[config.mk]
export PLATFORM = sky130hd
export DESIGN_NAME = lottery_process_scheduler
export DESIGN_NICKNAME = d
export VERILOG_FILES = /design/src/rtl/lps_pkg.sv /design/src/rtl/lps_ctrl.sv /design/src/rtl/lps_dp.sv /design/src/rtl/lottery_process_scheduler.sv
export SDC_FILE = /design/constraint.sdc
export NUM_CORES = 1
export LEC_CHECK = 0
export ABC_AREA = 0
export BUFFER_PORTS_ARGS = -buffer_cell sky130_fd_sc_hd__clkbuf_2
export CAP_MARGIN = 20
export CORE_MARGIN = 1
export CORE_UTILIZATION = 38
export DETAILED_ROUTE_END_ITERATION = 8
export GPL_TIMING_DRIVEN = 0
export PLACE_DENSITY = 0.65
export SLEW_MARGIN = 0
export SYNTH_ARGS = -nofsm -noshare
export SYNTH_HDL_FRONTEND = slang
export SYNTH_SLANG_ARGS = --single-unit
export TNS_END_PERCENT = 100
[constraint.sdc]
create_clock -name aclk -period 7.2 [get_ports aclk]
set_clock_uncertainty 0.15 [all_clocks]
set_input_delay 0 -clock aclk [delete_from_list [all_inputs] [get_ports aclk]]
set_output_delay 0 -clock aclk [all_outputs]
set_load 0.1 [all_outputs]
[src/rtl/lps_pkg.sv]
// package with shared types and constants for the lottery process scheduler
`timescale 1ns / 1ps

package lps_pkg;

    localparam int DEF_MAX_PROCS = 16;
    localparam int TAG_W         = 16;
    localparam int TIME_W        = 16;
    localparam int TICK_W        = 32;
    localparam int WEIGHT_W      = 2;
    localparam int RAND_W        = 31;
    localparam int MAX_WEIGHT    = 3;
    localparam int DIV_CNT_W     = $clog2(RAND_W + 1);
    localparam int ENTRY_W       = TAG_W + TIME_W + TIME_W + WEIGHT_W;
    localparam int S_FIELDS_W    = TAG_W + TIME_W + TIME_W + WEIGHT_W + RAND_W;
    localparam int S_TDATA_W     = ((S_FIELDS_W + 7) / 8) * 8;
    localparam int M_TDATA_W     = ((TAG_W + TICK_W + 7) / 8) * 8;

    localparam logic KIND_LOAD = 1'b0;
    localparam logic KIND_TICK = 1'b1;

    typedef enum logic [1:0] {
        RPT_CHOSEN  = 2'd0,
        RPT_WAITING = 2'd1,
        RPT_IDLE    = 2'd2
    } rpt_kind_t;

    typedef enum logic [2:0] {
        ST_IDLE,
        ST_SUM,
        ST_DIV,
        ST_SEARCH,
        ST_CHOSEN,
        ST_EMIT,
        ST_IDLE_RES
    } state_t;

    typedef struct packed {
        logic load;
        logic tick_start;
        logic sum_step;
        logic div_start;
        logic div_step;
        logic search_step;
        logic emit_chosen;
        logic emit_wait;
        logic emit_idle;
        logic idx_inc;
        logic tick_inc;
    } lps_cmd_t;

    typedef struct packed {
        logic at_end;
        logic total_zero;
        logic div_done;
        logic hit;
        logic skip;
        logic left_zero;
        logic out_free;
    } lps_sts_t;

endpackage

[src/rtl/lps_ctrl.sv]
// controller state machine for the lottery process scheduler
`timescale 1ns / 1ps

module lps_ctrl (
    input  logic             aclk,
    input  logic             aresetn,
    input  logic             s_tvalid,
    input  logic             s_kind,
    output logic             s_tready,
    input  lps_pkg::lps_sts_t sts,
    output lps_pkg::lps_cmd_t cmd
);
    import lps_pkg::*;

    state_t state_reg;
    state_t state_next;

    always_ff @(posedge aclk) begin
        if (!aresetn) begin
            state_reg <= ST_IDLE;
        end else begin
            state_reg <= state_next;
        end
    end

    always_comb begin
        state_next = state_reg;
        cmd        = '0;
        s_tready   = 1'b0;
        case (state_reg)
            ST_IDLE: begin
                s_tready = 1'b1;
                if (s_tvalid) begin
                    if (s_kind == KIND_TICK) begin
                        cmd.tick_start = 1'b1;
                        state_next     = ST_SUM;
                    end else begin
                        cmd.load = 1'b1;
                    end
                end
            end
            ST_SUM: begin
                if (sts.at_end) begin
                    if (sts.total_zero) begin
                        state_next = ST_IDLE_RES;
                    end else begin
                        cmd.div_start = 1'b1;
                        state_next    = ST_DIV;
                    end
                end else begin
                    cmd.sum_step = 1'b1;
                end
            end
            ST_DIV: begin
                if (sts.div_done) begin
                    state_next = ST_SEARCH;
                end else begin
                    cmd.div_step = 1'b1;
                end
            end
            ST_SEARCH: begin
                cmd.search_step = 1'b1;
                if (sts.hit) begin
                    state_next = ST_CHOSEN;
                end
            end
            ST_CHOSEN: begin
                if (sts.out_free) begin
                    cmd.emit_chosen = 1'b1;
                    state_next      = ST_EMIT;
                end
            end
            ST_EMIT: begin
                if (sts.left_zero) begin
                    cmd.tick_inc = 1'b1;
                    state_next   = ST_IDLE;
                end else if (sts.skip) begin
                    cmd.idx_inc = 1'b1;
                end else if (sts.out_free) begin
                    cmd.emit_wait = 1'b1;
                end
            end
            ST_IDLE_RES: begin
                if (sts.out_free) begin
                    cmd.emit_idle = 1'b1;
                    cmd.tick_inc  = 1'b1;
                    state_next    = ST_IDLE;
                end
            end
            default: begin
                state_next = ST_IDLE;
            end
        endcase
    end

endmodule

[src/rtl/lps_dp.sv]
// datapath with process table, ticket sums, modulo unit and result register
`timescale 1ns / 1ps

module lps_dp #(
    parameter int MAX_PROCS = lps_pkg::DEF_MAX_PROCS
) (
    input  logic                           aclk,
    input  logic                           aresetn,
    input  logic [lps_pkg::S_TDATA_W-1:0]  s_tdata,
    output logic [lps_pkg::M_TDATA_W-1:0]  m_tdata,
    output logic [1:0]                     m_tuser,
    output logic                           m_tlast,
    output logic                           m_tvalid,
    input  logic                           m_tready,
    input  lps_pkg::lps_cmd_t              cmd,
    output lps_pkg::lps_sts_t              sts
);
    import lps_pkg::*;

    localparam int IDX_W = (MAX_PROCS > 1) ? $clog2(MAX_PROCS) : 1;
    localparam int CNT_W = $clog2(MAX_PROCS + 1);
    localparam int TOT_W = $clog2(MAX_WEIGHT * MAX_PROCS + 1);

    // input unpacking
    logic [TAG_W-1:0]    in_tag;
    logic [TIME_W-1:0]   in_arrival;
    logic [TIME_W-1:0]   in_run;
    logic [WEIGHT_W-1:0] in_weight;
    logic [RAND_W-1:0]   in_rand;

    assign in_tag     = s_tdata[TAG_W-1:0];
    assign in_arrival = s_tdata[TAG_W+TIME_W-1:TAG_W];
    assign in_run     = s_tdata[TAG_W+2*TIME_W-1:TAG_W+TIME_W];
    assign in_weight  = s_tdata[ENTRY_W-1:TAG_W+2*TIME_W];
    assign in_rand    = s_tdata[S_FIELDS_W-1:ENTRY_W];

    logic [ENTRY_W-1:0] mem [MAX_PROCS];
    logic [ENTRY_W-1:0] rd_data_reg;

    logic [CNT_W-1:0]     count_reg;
    logic [TICK_W-1:0]    tick_reg;
    logic [CNT_W-1:0]     idx_reg;
    logic [CNT_W-1:0]     idx_next;
    logic [TOT_W-1:0]     total_reg;
    logic [CNT_W-1:0]     nelig_reg;
    logic [CNT_W-1:0]     left_reg;
    logic [RAND_W-1:0]    rand_reg;
    logic [TOT_W-1:0]     rem_reg;
    logic [TOT_W-1:0]     rem_next;
    logic [DIV_CNT_W-1:0] div_cnt_reg;
    logic [TOT_W-1:0]     acc_reg;
    logic [TOT_W-1:0]     acc_next;
    logic [CNT_W-1:0]     win_idx_reg;
    logic [ENTRY_W-1:0]   win_entry_reg;

    logic                 m_valid_reg;
    rpt_kind_t            m_kind_reg;
    logic [TAG_W-1:0]     m_tag_reg;
    logic [TICK_W-1:0]    m_tick_reg;
    logic                 m_last_reg;

    // fields of the entry at idx_reg
    logic [TAG_W-1:0]    rd_tag;
    logic [TIME_W-1:0]   rd_arrival;
    logic [TIME_W-1:0]   rd_remain;
    logic [WEIGHT_W-1:0] rd_weight;
    logic                rd_elig;

    assign rd_tag     = rd_data_reg[TAG_W-1:0];
    assign rd_arrival = rd_data_reg[TAG_W+TIME_W-1:TAG_W];
    assign rd_remain  = rd_data_reg[TAG_W+2*TIME_W-1:TAG_W+TIME_W];
    assign rd_weight  = rd_data_reg[ENTRY_W-1:TAG_W+2*TIME_W];
    assign rd_elig    = (rd_remain != '0) && (TICK_W'(rd_arrival) <= tick_reg);

    logic                 load_ok;
    logic                 emit_any;
    logic [TOT_W:0]       rem_shift;
    logic [TOT_W:0]       rem_diff;
    logic [TIME_W-1:0]    win_remain_dec;

    assign load_ok  = cmd.load && (count_reg < CNT_W'(MAX_PROCS));
    assign emit_any = cmd.emit_chosen || cmd.emit_wait || cmd.emit_idle;

    // restoring remainder, one bit of the draw per cycle
    assign rem_shift = {rem_reg, rand_reg[RAND_W-1]};
    assign rem_diff  = rem_shift - {1'b0, total_reg};
    assign rem_next  = (rem_shift >= {1'b0, total_reg}) ? rem_diff[TOT_W-1:0]
                                                        : rem_shift[TOT_W-1:0];

    assign acc_next = acc_reg + TOT_W'(rd_weight);
    assign win_remain_dec = win_entry_reg[TAG_W+2*TIME_W-1:TAG_W+TIME_W] - TIME_W'(1);

    always_comb begin
        idx_next = idx_reg;
        if (cmd.tick_start || cmd.div_start || cmd.emit_chosen) begin
            idx_next = '0;
        end else if (cmd.sum_step || cmd.search_step || cmd.emit_wait || cmd.idx_inc) begin
            idx_next = idx_reg + CNT_W'(1);
        end
    end

    // table memory, read data registered from the next index
    always_ff @(posedge aclk) begin
        if (load_ok) begin
            mem[count_reg[IDX_W-1:0]] <= {in_weight, in_run, in_arrival, in_tag};
        end else if (cmd.emit_chosen) begin
            mem[win_idx_reg[IDX_W-1:0]] <= {win_entry_reg[ENTRY_W-1:TAG_W+2*TIME_W],
                                            win_remain_dec,
                                            win_entry_reg[TAG_W+TIME_W-1:0]};
        end
        rd_data_reg <= mem[idx_next[IDX_W-1:0]];
    end

    // control registers
    always_ff @(posedge aclk) begin
        if (!aresetn) begin
            count_reg   <= '0;
            tick_reg    <= TICK_W'(1);
            m_valid_reg <= 1'b0;
        end else begin
            if (load_ok) begin
                count_reg <= count_reg + CNT_W'(1);
            end
            if (cmd.tick_inc) begin
                tick_reg <= tick_reg + TICK_W'(1);
            end
            if (emit_any) begin
                m_valid_reg <= 1'b1;
            end else if (m_tready) begin
                m_valid_reg <= 1'b0;
            end
        end
    end

    // working registers
    always_ff @(posedge aclk) begin
        idx_reg <= idx_next;
        if (cmd.tick_start) begin
            rand_reg  <= in_rand;
            total_reg <= '0;
            nelig_reg <= '0;
        end
        if (cmd.sum_step && rd_elig) begin
            total_reg <= total_reg + TOT_W'(rd_weight);
            nelig_reg <= nelig_reg + CNT_W'(1);
        end
        if (cmd.div_start) begin
            rem_reg     <= '0;
            div_cnt_reg <= DIV_CNT_W'(RAND_W);
            acc_reg     <= '0;
        end
        if (cmd.div_step) begin
            rem_reg     <= rem_next;
            rand_reg    <= {rand_reg[RAND_W-2:0], 1'b0};
            div_cnt_reg <= div_cnt_reg - DIV_CNT_W'(1);
        end
        if (cmd.search_step && rd_elig) begin
            acc_reg <= acc_next;
            if (rem_reg < acc_next) begin
                win_idx_reg   <= idx_reg;
                win_entry_reg <= rd_data_reg;
            end
        end
        if (cmd.emit_chosen) begin
            left_reg <= nelig_reg - CNT_W'(1);
        end else if (cmd.emit_wait) begin
            left_reg <= left_reg - CNT_W'(1);
        end
    end

    // result register
    always_ff @(posedge aclk) begin
        if (emit_any) begin
            m_tick_reg <= tick_reg;
        end
        if (cmd.emit_chosen) begin
            m_kind_reg <= RPT_CHOSEN;
            m_tag_reg  <= win_entry_reg[TAG_W-1:0];
            m_last_reg <= (nelig_reg == CNT_W'(1));
        end else if (cmd.emit_wait) begin
            m_kind_reg <= RPT_WAITING;
            m_tag_reg  <= rd_tag;
            m_last_reg <= (left_reg == CNT_W'(1));
        end else if (cmd.emit_idle) begin
            m_kind_reg <= RPT_IDLE;
            m_tag_reg  <= '0;
            m_last_reg <= 1'b1;
        end
    end

    assign m_tvalid = m_valid_reg;
    assign m_tuser  = m_kind_reg;
    assign m_tlast  = m_last_reg;
    assign m_tdata  = M_TDATA_W'({m_tick_reg, m_tag_reg});

    assign sts.at_end     = (idx_reg == count_reg);
    assign sts.total_zero = (total_reg == '0);
    assign sts.div_done   = (div_cnt_reg == '0);
    assign sts.hit        = rd_elig && (rem_reg < acc_next);
    assign sts.skip       = !rd_elig || (idx_reg == win_idx_reg);
    assign sts.left_zero  = (left_reg == '0);
    assign sts.out_free   = !m_valid_reg || m_tready;

endmodule

[src/rtl/lottery_process_scheduler.sv]
// top level of the lottery process scheduler
//
//  channel   direction  tdata                                              tuser        tlast
//  s_        in         tag, arrival, run length, weight, random draw      kind         -
//  m_        out        report tag, tick time                              report kind  last
//
// a load transaction is taken in the idle state; a tick sums the tickets of the eligible
// entries, reduces the draw in the bit-serial modulo unit, searches for the winner, issues
// the winner and then the waiting entries, all through the single read port of the
// process table; a tick without tickets issues an idle result after the sum
// m_ stalls hold the current result and pause the third pass; no clearing pass after reset
`timescale 1ns / 1ps

module lottery_process_scheduler #(
    parameter int MAX_PROCS = lps_pkg::DEF_MAX_PROCS
) (
    input  logic                          aclk,
    input  logic                          aresetn,
    input  logic                          s_tvalid,
    output logic                          s_tready,
    // proc_tag, arrival_time, run_length, weight, random_value
    input  logic [lps_pkg::S_TDATA_W-1:0] s_tdata,
    // kind
    input  logic                          s_tuser,
    output logic                          m_tvalid,
    input  logic                          m_tready,
    // report_tag, tick_time
    output logic [lps_pkg::M_TDATA_W-1:0] m_tdata,
    // report_kind
    output logic [1:0]                    m_tuser,
    output logic                          m_tlast
);
    import lps_pkg::*;

    lps_cmd_t cmd;
    lps_sts_t sts;

    lps_ctrl u_ctrl (
        .aclk     (aclk),
        .aresetn  (aresetn),
        .s_tvalid (s_tvalid),
        .s_kind   (s_tuser),
        .s_tready (s_tready),
        .sts      (sts),
        .cmd      (cmd)
    );

    lps_dp #(
        .MAX_PROCS (MAX_PROCS)
    ) u_dp (
        .aclk     (aclk),
        .aresetn  (aresetn),
        .s_tdata  (s_tdata),
        .m_tdata  (m_tdata),
        .m_tuser  (m_tuser),
        .m_tlast  (m_tlast),
        .m_tvalid (m_tvalid),
        .m_tready (m_tready),
        .cmd      (cmd),
        .sts      (sts)
    );

`ifndef SYNTHESIS
    a_no_overwrite: assert property (@(posedge aclk) disable iff (!aresetn)
        (cmd.emit_chosen || cmd.emit_wait || cmd.emit_idle) |-> sts.out_free)
        else $error("result register overwritten while occupied");

    a_winner_found: assert property (@(posedge aclk) disable iff (!aresetn)
        cmd.search_step |-> !sts.at_end)
        else $error("winner search ran past the table");

    a_single_emit: assert property (@(posedge aclk) disable iff (!aresetn)
        $onehot0({cmd.emit_chosen, cmd.emit_wait, cmd.emit_idle}))
        else $error("more than one result issued in a cycle");

    a_busy_no_accept: assert property (@(posedge aclk) disable iff (!aresetn)
        (cmd.div_step || cmd.search_step) |-> !s_tready)
        else $error("input accepted during a tick");
`endif

endmodule

==> Implementation_results.wiki <==
{| class="wikitable"
! Metric !! Value
|-
| Run status || finished, violations left
|-
| Violations in the final reports || negative hold slack
|-
| Total Wirelength || 122 mm
|-
| Top-level port count || 146
|-
| Share of the synthesized area in the top cell type || 67.4%
|-
| Warnings from Yosys || 0
|-
| Syn Nets || 3314
|-
| Number of buffers added for setup after CTS || 0
|-
| Antenna violations before repair || 4
|-
| Type of the worst setup path || flip-flop to flip-flop
|-
| HPWL after detailed placement || 80.4 mm
|-
| Insertion delay of the later-clocked pin in the worst-skew pair || 690 ps
|-
| Cell types occupying the most area after synthesis || sky130_fd_sc_hd__edfxtp_1 (67%), sky130_fd_sc_hd__dfxtp_1 (4.6%), sky130_fd_sc_hd__nand2_1 (4.0%)
|-
| Setup repair after global routing missed its margin || false
|-
| Required @ worst endpoint || 7580 ps
|-
| Synth async-reset ratio || 0%
|-
| Horizontal die dimension || 339 um
|-
| Number of storage elements in the synthesis netlist || 1066
|-
| Height of the die || 339 um
|-
| Peak clock frequency supported by timing || 0.188 GHz
|-
| Prevailing post-synth register cell || sky130_fd_sc_hd__edfxtp_1
|-
| TritonCTS clock tree || built
|-
| Final weighted congestion in routability-driven placement || 0.914
|-
| CTS Root Cell || sky130_fd_sc_hd__clkbuf_16
|-
| Post-Synthesis Cells || 3177
|-
| Fraction of synthesized cell area in xor and xnor cells || 1.63%
|-
| Critical Path Start Type || flip-flop
|-
| Number of setup violations in the final report || 0
|-
| Combinational family with the most area after synthesis || compound AO/OA/AOI/OAI gates
|-
| Shortest clock period the worst path allows after layout || 5330 ps
|-
| Total count of max-transition violations in the final report || 0
|-
| Most area-hungry cell type in the Yosys netlist || sky130_fd_sc_hd__edfxtp_1
|-
| H-tree depth || 3
|-
| Netlist cell types || 63
|-
| Critical path capture point type || flip-flop
|-
| Final total negative setup slack || 0 ps
|-
| Final worst-path cycle share || 74.0%
|-
| Max clock buf depth || 3
|-
| Final-layout fill cell count || 9831
|-
| Fraction of the yosys area taken by sequential cells || 72.0%
|-
| Synthesized area per cell || 13.6 um2
|-
| Grt total ovfl || 0
|-
| Drt first-iter violations || 3271
|-
| Global-route wire length before repair || 180 mm
|-
| Commonest non-fill, non-tap cell in the layout || sky130_fd_sc_hd__edfxtp_1
|-
| Largest fanout of any net on the critical path || 10
|-
| Simple-Gate Fraction of Synth Area || 10.0%
|-
| Antenna diode count || 0
|-
| Max_slew headroom || 21.8%
|-
| MaxCap Viol Count || 0
|-
| Final Core Density || 45.5%
|-
| TritonCTS sink count || 1066
|-
| Residual DRC count || 0
|-
| Pwr/cell area || 358 mW/mm2
|-
| Clock input transition at the sequential cells of the worst setup and hold paths || 60 ps
|-
| Final ANT Viol Nets || 0
|-
| Maximum resistive drop on vdd || 0.227 mV
|-
| Pleak || 17.9 nW
|-
| Area enclosed by the die boundary || 0.115 mm2
|-
| Maximum number of pins on one net before global-route repair || 31
|-
| Min-Delay Path Class || input pin to flip-flop
|-
| Cell Rows || 123
|-
| Flip-flop count of the largest register, all copies and words added || 800
|-
| Most used cells in the layout excluding fill and tap cells || sky130_fd_sc_hd__edfxtp_1 (967), sky130_fd_sc_hd__nand2_1 (462), sky130_fd_sc_hd__nor2_1 (407)
|-
| Hold Violations, Final || 16
|-
| Number of iterations in the first detailed-routing pass || 9
|-
| Number of port buffers || 138
|-
| Actual slew at the worst max-slew pin || 1170 ps
|-
| Adder-cell area share of the yosys netlist || 1.33%
|-
| Net count of the finished layout || 3711
|-
| Share of synthesized area spent on multiplexers || 2.51%
|-
| Cell area after technology mapping || 0.0431 mm2
|-
| Routed len/inst || 23.7 um
|-
| Crit path DAT || 5710 ps
|-
| Effective utilization at floorplan || 38.3%
|-
| Area added between synthesis and finish || 18.7%
|-
| Compound-gate portion of the synthesized area || 10.1%
|-
| Via count || 28.4k
|-
| Vias per cell || 5.50
|-
| Vias in the first global route || 27.8k
|-
| Layout cell share with drive strength beyond 1 || 11.6%
|-
| Post-route worst hold slack || -32.0 ps
|-
| Post-synth EDFFs || 967
|-
| Core footprint || 0.112 mm2
|-
| Global router's overall resource usage || 21.0%
|-
| Num CTS Buffers || 102
|}
final cells by class:
type                       instances  area [um2]  share of cell area [%]
sequential                      1066       31000                    60.6
multi-input combinational       1860       11200                    21.8
clock buffer                     145        2910                    5.68
timing repair buffer             293        2650                    5.17
tap                             1500        1880                    3.67
buffer                           200         846                    1.65
clock inverter                    46         514                    1.00
inverter                          51         191                   0.374
routing by layer:
layer  global-route usage (%)  share of wire [%]
met5                    0.375              0.092
met3                     4.46                9.2
met2                     33.3                 46
met4                     9.47                4.5
met1                     27.6                 40
cells in the mapped netlist, drive strengths merged, types with 3 or more instances:
library cell / n
edfxtp: 967
nand2: 462
nor2: 423
a211oi: 206
clkbuf: 139
mux2i: 107
dfxtp: 99
o21ai: 79
xnor2: 67
a31oi: 61
buf: 61
o221ai: 52
a221o: 50
a311oi: 50
inv: 50
ha: 41
and2: 35
a22o: 31
a21oi: 22
nand3: 21
nand4: 15
nor3: 15
nor4: 15
nor2b: 14
xor2: 13
and3: 8
nand2b: 8
a21o: 7
o21a: 6
or3: 6
or2: 5
and3b: 4
nand3b: 4
nor3b: 4
o211ai: 4
fa: 3
o31a: 3
cells by family after synthesis:
family,count (synthesis)
AND/OR/NAND/NOR,1045
flip-flops,1066
adder cells (fa/ha/maj),44
XOR/XNOR,80
AO/OA/AOI/OAI,583
buffers and inverters,251
multiplexers,108
timing repair:
| action | CTS | global route |
|---|---|---|
| endpoints found under the hold margin | 817 | 0 |
| setup endpoints to repair | 0 | 0 |
| hold buffers | 98 | 0 |
| gates resized for setup | 0 | 0 |
final timing paths:
| path | slack, ps | cells past startpoint | end | startpoint |
|---|---|---|---|---|
| min | -30 | 3 | u_dp.mem[11][31]$_DFFE_PP_ | s_tdata[31] |
| min reg2reg | 280 | 0 | u_dp.win_entry_reg[37]$_DFFE_PP_ | u_dp.rd_data_reg[37]$_DFF_P_ |
| max | 1870 | 13 | u_dp.rd_data_reg[48]$_DFF_P_ | u_dp.tick_reg[15]$_SDFFE_PN0P_ |
| max reg2reg | 1870 | 13 | u_dp.rd_data_reg[48]$_DFF_P_ | u_dp.tick_reg[15]$_SDFFE_PN0P_ |
stage by stage:
stage	std cells	total power, mW	area, um2	setup WS (ps)
floorplan	3177	10.8	43100	627
global placement	4815	12.7	45700	-3110
detailed placement	4871	12.8	46800	2060
CTS	5160	18.2	51200	2050
global route	5161	19.0	51200	1760
finish	5161	18.3	51200	1870
worst max-delay path: stages, from the launching register on:
cell                       delay [ps]
sky130_fd_sc_hd__dfxtp_1          430
sky130_fd_sc_hd__inv_1            120
sky130_fd_sc_hd__ha_1             350
sky130_fd_sc_hd__nand4_2          160
sky130_fd_sc_hd__o221ai_1         160
sky130_fd_sc_hd__nor3b_1          550
sky130_fd_sc_hd__a311oi_4         290
sky130_fd_sc_hd__o211ai_2         410
sky130_fd_sc_hd__buf_2            350
sky130_fd_sc_hd__clkbuf_1         430
sky130_fd_sc_hd__nor2_1           100
sky130_fd_sc_hd__a211oi_1         830
sky130_fd_sc_hd__a31oi_1          320
sky130_fd_sc_hd__a221o_1          510
where the power goes:
group | switching [mW] | internal [mW]
Clock | 2.34 | 3.12
Combinational | 3.77 | 1.54
Sequential | 0.237 | 7.30
(Power assumes the default switching activity.)
